**config.mk**
```make
export PLATFORM = sky130hd
export DESIGN_NAME = spq_ctrl
export DESIGN_NICKNAME = d
export VERILOG_FILES = /design/src/design/spq_pkg.sv /design/src/design/spq_ctrl.sv
export SDC_FILE = /design/constraint.sdc
export NUM_CORES = 1
export LEC_CHECK = 0
export ABC_AREA = 1
export BUFFER_PORTS_ARGS = -buffer_cell sky130_fd_sc_hd__buf_2
export CORE_AREA = 4 4 41 43
export DETAILED_ROUTE_END_ITERATION = 12
export DIE_AREA = 0 0 45 47
export PLACE_DENSITY = 0.62
export SYNTH_ARGS = -nofsm -noshare
export SYNTH_HDL_FRONTEND = slang
export SYNTH_SLANG_ARGS = --single-unit
export TNS_END_PERCENT = 50
```
**constraint.sdc**
```tcl
create_clock -name aclk -period 2.5 [get_ports aclk]
set_input_delay 0.25 -clock aclk [delete_from_list [all_inputs] [get_ports aclk]]
set_output_delay 0.25 -clock aclk [all_outputs]
set_load 0.03 [all_outputs]
```
**src/design/spq_pkg.sv**
```systemverilog
// Shared types, op codes and constants for the sorted priority queue.
`default_nettype none

package spq_pkg;

    localparam int CAPACITY_DEFAULT = 1024;
    localparam int DATA_W           = 32;
    localparam int POS_W            = 11;
    localparam int MODE_W           = 2;
    localparam int IN_TDATA_W       = 64;
    localparam int OUT_TDATA_W      = 80;

    localparam logic [MODE_W-1:0] MODE_INSERT  = 2'd0;
    localparam logic [MODE_W-1:0] MODE_DEQUEUE = 2'd1;
    localparam logic [MODE_W-1:0] MODE_SEARCH  = 2'd2;

    localparam int OP_W = 4;
    typedef logic [OP_W-1:0] dp_op_t;

    localparam dp_op_t OP_NONE      = 4'd0;
    localparam dp_op_t OP_LOAD      = 4'd1;
    localparam dp_op_t OP_OVF       = 4'd2;
    localparam dp_op_t OP_EMPTY     = 4'd3;
    localparam dp_op_t OP_INS_START = 4'd4;
    localparam dp_op_t OP_INS_SHIFT = 4'd5;
    localparam dp_op_t OP_INS_PUT   = 4'd6;
    localparam dp_op_t OP_RD_FRONT  = 4'd7;
    localparam dp_op_t OP_DEQ_TAKE  = 4'd8;
    localparam dp_op_t OP_SRCH_STEP = 4'd9;
    localparam dp_op_t OP_FOUND     = 4'd10;
    localparam dp_op_t OP_OUT_LOAD  = 4'd11;

    typedef struct packed {
        logic signed [DATA_W-1:0] prio;
        logic signed [DATA_W-1:0] item;
    } entry_t;

    typedef struct packed {
        logic [MODE_W-1:0] mode;
        logic              count_zero;
        logic              full;
        logic              shift_ok;
        logic              hole_one;
        logic              match;
        logic              last;
        logic              out_free;
    } dp_status_t;

endpackage

`default_nettype wire

```
**src/design/spq_ctrl.sv**
```systemverilog
// Sequencing state machine for the sorted priority queue.
`default_nettype none

module spq_ctrl
    import spq_pkg::*;
(
    input  wire logic       aclk,
    input  wire logic       aresetn,
    input  wire logic       s_tvalid,
    output logic            s_tready,
    input  wire dp_status_t status,
    output dp_op_t          op
);

    localparam logic [2:0] S_IDLE     = 3'd0;
    localparam logic [2:0] S_DISPATCH = 3'd1;
    localparam logic [2:0] S_SHIFT    = 3'd2;
    localparam logic [2:0] S_PUT      = 3'd3;
    localparam logic [2:0] S_DEQ      = 3'd4;
    localparam logic [2:0] S_SRCH     = 3'd5;
    localparam logic [2:0] S_RESP     = 3'd6;

    logic [2:0] state_reg;
    logic [2:0] state_next;

    always_ff @(posedge aclk) begin
        if (!aresetn) begin
            state_reg <= S_IDLE;
        end else begin
            state_reg <= state_next;
        end
    end

    always_comb begin
        state_next = state_reg;
        op         = OP_NONE;
        s_tready   = (state_reg == S_IDLE);
        case (state_reg)
            S_IDLE: begin
                if (s_tvalid) begin
                    op         = OP_LOAD;
                    state_next = S_DISPATCH;
                end
            end
            S_DISPATCH: begin
                case (status.mode)
                    MODE_INSERT: begin
                        if (status.full) begin
                            op         = OP_OVF;
                            state_next = S_RESP;
                        end else begin
                            op         = OP_INS_START;
                            state_next = status.count_zero ? S_PUT : S_SHIFT;
                        end
                    end
                    MODE_DEQUEUE: begin
                        if (status.count_zero) begin
                            op         = OP_EMPTY;
                            state_next = S_RESP;
                        end else begin
                            op         = OP_RD_FRONT;
                            state_next = S_DEQ;
                        end
                    end
                    MODE_SEARCH: begin
                        if (status.count_zero) begin
                            state_next = S_RESP;
                        end else begin
                            op         = OP_RD_FRONT;
                            state_next = S_SRCH;
                        end
                    end
                    default: begin
                        state_next = S_RESP;
                    end
                endcase
            end
            S_SHIFT: begin
                op         = OP_INS_SHIFT;
                state_next = (status.shift_ok && !status.hole_one) ? S_SHIFT : S_PUT;
            end
            S_PUT: begin
                op         = OP_INS_PUT;
                state_next = S_RESP;
            end
            S_DEQ: begin
                op         = OP_DEQ_TAKE;
                state_next = S_RESP;
            end
            S_SRCH: begin
                if (status.match) begin
                    op         = OP_FOUND;
                    state_next = S_RESP;
                end else if (status.last) begin
                    state_next = S_RESP;
                end else begin
                    op = OP_SRCH_STEP;
                end
            end
            S_RESP: begin
                if (status.out_free) begin
                    op         = OP_OUT_LOAD;
                    state_next = S_IDLE;
                end
            end
            default: begin
                state_next = S_IDLE;
            end
        endcase
    end

    a_walk_nonempty: assert property (@(posedge aclk) disable iff (!aresetn)
        (state_reg == S_SHIFT || state_reg == S_SRCH || state_reg == S_DEQ)
            |-> !status.count_zero)
        else $error("queue walk started on an empty store");

    a_resp_holds: assert property (@(posedge aclk) disable iff (!aresetn)
        (state_reg == S_RESP && !status.out_free) |=> (state_reg == S_RESP))
        else $error("result left before the output register freed up");

endmodule

`default_nettype wire

```
==> flow_summary.toml, run 1 <==
[outcome]
outcome = "finished clean"

[critical_path]
crit_top_cell = "nor2_4"
crit_fanout = 7
cp_data_arrival_time_ns = 1.50
critical-path-max-stage-delay_ns = 0.55
crit_buf_inv = 2
cp_top_family = "flip-flops"
criticalPathCategory = "flop to output port"
cp_data_required_time_ns = 2.25
cp-start-kind = "flop"
cp_cell_sequence = "inv_4 > nor2_4 > nand2_2 > nor2_4 > a21oi_1 > nand4_1 > buf_2"
end_kind = "output port"
slowest_stage = "dfxtp_1"

[synthesis]
avgSynthCellArea_um2 = 6.07
netlist_top_cells_count = "18 x nand2_1, 11 x inv_1, 7 x nand3_1"
syn_nets = 98
syn_inst = 82
syn_area_um2 = 498
async_flop_share_pct = 0
ys_types = 23
ys_seq_elements = 3
ys_top_cells_by_area = "nand2_1 14%, dfxtp_1 12%, ha_1 10%"
synth.most_common_cell = "nand2_1"
synth_edf_count = 0
ys_warn_count = 0
seq_area_frac_synth_pct = 12.1
yosysTopAreaCellShare_pct = 13.6
post-synth-top-area-cell = "nand2_1"
ys.flop_type = "dfxtp_1"

[cells_and_area]
layout-drive-gt1-share_pct = 35.0
largest_reg_flops = 3
num_antenna_cells = 0
syn2layout_area_growth_pct = 21.4
nets = 117

[clock_network]
clockRootBuffer = "clkbuf_4"
ctsHoldBuffers = 0
cts_buffers = 3
ctsResizeCount = 0
clk_pin_slew_ns = 0.04
htree_levels = 1
max-clock-path-buffers = 2
cts_tree = "done"
postCtsSetupRepairBufs = 0
clk_latency_ns = 0.23
cts_num_sinks = 3

[routing]
antenna_left = 0
wl_per_cell_um = 9.17
viasPerCell = 4.48
drcViolationCount = 0
totalWireLength_mm = 1.05
vias = 515
initialDrtViolationCount = 8
drtPass1Iterations = 4

[power_and_ir_drop]
cellPowerDensity_nw_per_um2 = 976
leakagePower_nw = 0.339
ir_drop_v = 0.000593

[die]
io_pins = 17
die_area_um2 = 2120
die_height_um = 47
die_w_um = 45
start_util_pct = 38.3
core_um2 = 1300
fp-row-count = 13

[sta]
hold_viol = 0
period_share_pct = 70.1
setup_viol = 0
slew_viol_final = 0
max_freq_mhz = 570
clock_skew_ns = 0.00446
relSlewSlack_pct = 71.2
rsz0062_at_grt = "no"
period_needed_ns = 1.75
fin_ws_ns = 0.747
tns_ns = 0
worstMarginPinSlew_ns = 0.431

[placement]
portBuffers = 16
pre_cts_slack_ns = 0.962
dp_hpwl_um = 907
globalplace.congestion = 0.814

[grt]
grt.overflow.total = 0
grt_pass1_wl_mm = 1.68
antenna_found_initial = 0
grt_max_degree = 9
grt_usage_pct = 10.6
grt_pass1_vias = 441

[run]
max_cap_viol_count = 0

[min_path]
hp-class = "input pin to flop"
==> kinds of logic (layout without fill, tap and decap cells) <==
family,count (synthesis),count (layout),synth area share (%)
AOI/OAI and AO/OA,12,12,13.3
xor gates and xnor gates,1,1,1.76
adders and majority gates,4,4,10.1
buffers and inverters,18,36,16.3
DFF,3,3,12.1
and+or+nand+nor,44,44,46.5
==> metrics by stage <==
stage	power [W]	instances	utilization, %	hold slack, ns	cell area [um^2]
2_1_floorplan	0.000431	82	-	0.390	498
3_3_place_gp	0.000509	111	44.4	0.515	578
3_5_place_dp	0.000509	111	44.4	0.518	578
4_1_cts	0.000596	115	46.4	0.275	604
5_1_grt	0.000646	115	46.4	0.301	604
6_report	0.000590	115	46.4	0.280	604
==> placed cells by master, fill, tap and decap left out <==
cell	n
inv_1	11
a21oi_2	1
nor2_4	3
nand3b_1	2
inv_2	4
xnor2_1	1
o211ai_1	1
nor2_1	6
clkbuf_1	1
o21ai_0	3
nor2_2	3
clkbuf_4	3
nand3_1	7
inv_4	1
buf_2	16
dfxtp_1	3
nor3_2	1
nand2_2	2
nand2_1	18
o21ai_1	2
nand3_2	1
a21oi_1	5
nand4_1	1
ha_1	4
==> worst register-to-register path, delay by kind of cell, from the launching register on <==
kind / cells / cell delay, ns
simple gates: 5 / 0.51
compound gates: 1 / 0.11
flops: 1 / 0.57
==> worst paths after layout <==
| check | start | end | slack [ns] | cells after the start |
|---|---|---|---|---|
| max | state_reg[2] | op[0] | 0.75 | 7 |
| min | aresetn | state_reg[0] | 0.28 | 3 |
| min reg2reg | state_reg[2] | state_reg[2] | 0.69 | 3 |
| max reg2reg | state_reg[1] | state_reg[0] | 1.24 | 6 |
==> area by class of cell <==
class / instances / area [um^2]
Tap cell: 15 / 18.8
Clock buffer: 4 / 26.3
Inverter: 16 / 62.6
Multi-Input combinational cell: 61 / 357
Timing Repair Buffer: 16 / 80.1
Fill cell: 145 / 697
Sequential cell: 3 / 60.1
==> power by group <==
group | total (W) | switching (W) | internal, W
Clock | 0.0000823 | 0.0000227 | 0.0000596
Sequential | 0.000119 | 0.0000527 | 0.0000667
Combinational | 0.000388 | 0.000253 | 0.000135
Total | 0.000590 | 0.000329 | 0.000261
==> per-layer routing <==
metal	vias up	global-route usage (%)	share of wire [%]
met4	0	0.585	0
met5	-	0	0
met1	211	14.3	51
met2	13	16.7	42
met3	0	4.21	6.6
li1	291	-	-
No activity file was read; power rests on OpenSTA's default activity.
==> run 2, diff against run 1 <==
==> constraint.sdc (replaced) <==
create_clock -name aclk -period 1.8 [get_ports aclk]
set_input_delay 0.18 -clock aclk [delete_from_list [all_inputs] [get_ports aclk]]
set_output_delay 0.18 -clock aclk [all_outputs]
set_load 0.03 [all_outputs]
==> run 2 against run 1 <==
Count of clock-buffer cells in the layout unchanged. Die area did not move. Core utilization is 0.19 points higher. Power up 40%. Sequential share of layout area up 0.37 points. Combinational power is 39% higher. Critical path depth unchanged. Global-route usage is 1.5 points higher. Wire length grew 6.6%. Largest cell class unchanged.
==> flow_summary.toml, run 2 (synthesized netlist as in run 1, its figures left out) <==
[outcome]
outcome = "finished clean"

[routing]
wl_per_cell_um = 9.77
totalWireLength_mm = 1.12
drtPass1Iterations = 3
drcViolationCount = 0
antenna_left = 0
vias = 519
viasPerCell = 4.51
initialDrtViolationCount = 1

[clock_network]
clk_pin_slew_ns = 0.04
htree_levels = 1
clockRootBuffer = "clkbuf_4"
postCtsSetupRepairBufs = 0
max-clock-path-buffers = 2
cts_tree = "done"
cts_num_sinks = 3
cts_buffers = 3
ctsResizeCount = 0
ctsHoldBuffers = 0
clk_latency_ns = 0.23

[die]
die_area_um2 = 2120
die_w_um = 45
core_um2 = 1300
die_height_um = 47
fp-row-count = 13
start_util_pct = 38.3
io_pins = 17

[critical_path]
criticalPathCategory = "flop to output port"
cp_top_family = "flip-flops"
critical-path-max-stage-delay_ns = 0.44
cp_data_arrival_time_ns = 1.37
crit_fanout = 7
startpoint = "state_reg[2]"
cp-start-kind = "flop"
cp_cell_sequence = "inv_4 > nor2_4 > nand2_2 > nor2_4 > a21oi_1 > nand4_1 > buf_2"
crit_top_cell = "nor2_4"
crit_buf_inv = 2
cp_data_required_time_ns = 1.62
r2r-start = "state_reg[0]"
end_kind = "output port"
slowest_stage = "dfxtp_2"

[sta]
worstMarginPinSlew_ns = 0.295
period_share_pct = 85.9
holdWs_ns = 0.206
period_needed_ns = 1.55
slew_viol_final = 0
fin_ws_ns = 0.254
setup_viol = 0
rsz0062_at_grt = "no"
hold_viol = 0
clock_skew_ns = 0.00429
tns_ns = 0
relSlewSlack_pct = 80.3
max_freq_mhz = 647

[placement]
placed_cells_incl_taps = 111
placed_area_um2 = 578
globalplace.congestion = 0.791
dp_hpwl_um = 980
portBuffers = 16
pre_cts_slack_ns = 0.352

[cells_and_area]
mostFrequentLayoutCells = "18 x nand2_1, 16 x buf_2, 11 x inv_1, 7 x nand3_1, 6 x nor2_1"
mostFrequentLayoutCell = "nand2_1"
fill_cells = 148
nets = 117
layoutNonFillerInstCount = 115
syn2layout_area_growth_pct = 21.9
largest_reg_flops = 3
layout-drive-gt1-share_pct = 37.0
num_antenna_cells = 0
final_area_um2 = 607

[min_path]
worstHoldStart = "aresetn"
hp-class = "input pin to flop"

[power_and_ir_drop]
cellPowerDensity_nw_per_um2 = 1360
ir_drop_v = 0.000546
leakagePower_nw = 0.340

[grt]
grt.overflow.total = 0
grt_usage_pct = 12.1
grt_pass1_vias = 496
antenna_found_initial = 0
grt_pass1_wl_mm = 1.89
grt_max_degree = 9

[run]
max_cap_viol_count = 0
-- run 2: metal layers --
layer | routed length, um | global-route usage (%)
met5 | 0 | 0
met4 | 0 | 3.51
met3 | 65 | 2.30
met2 | 545 | 22.3
met1 | 513 | 14.0
-- run 2: path summary, 6_finish.rpt --
| kind | depth (start not counted) | slack [ns] | endpoint |
|---|---|---|---|
| worst max register to register | 7 | 0.65 | state_reg[0] |
| worst min-delay path | 3 | 0.21 | state_reg[2] |
| worst max-delay path | 7 | 0.25 | op[0] |
| worst min register to register | 2 | 0.60 | state_reg[1] |
-- run 2: tightest hold or removal path, cell delays in order --
cell and delay (ns):
buf_2 0.10, o21ai_0 0.06, nor2_1 0.05
-- run 2: report_power, final --
part           leakage, nW  internal (W)  switching [W]  total, W
Combinational        0.300      0.000187       0.000352  0.000539
Sequential          0.0255     0.0000962      0.0000728  0.000169
Clock               0.0150     0.0000829      0.0000331  0.000116
-- run 2: per-stage QoR --
step | power [W] | util, %
2_1_floorplan | 0.000599 | -
3_3_place_gp | 0.000707 | 44.4
3_5_place_dp | 0.000714 | 44.4
4_1_cts | 0.000833 | 46.4
5_1_grt | 0.000907 | 46.6
6_report | 0.000824 | 46.6
-- run 2: cell type report --
type	instances	area (um^2)	share of cell area, %
inverters	16	62.6	10.3
multi-input cells	61	357	58.8
well taps	15	18.8	3.09
repair buffers	16	80.1	13.2
clock buffers	4	26.3	4.33
flip-flops and latches	3	62.6	10.3
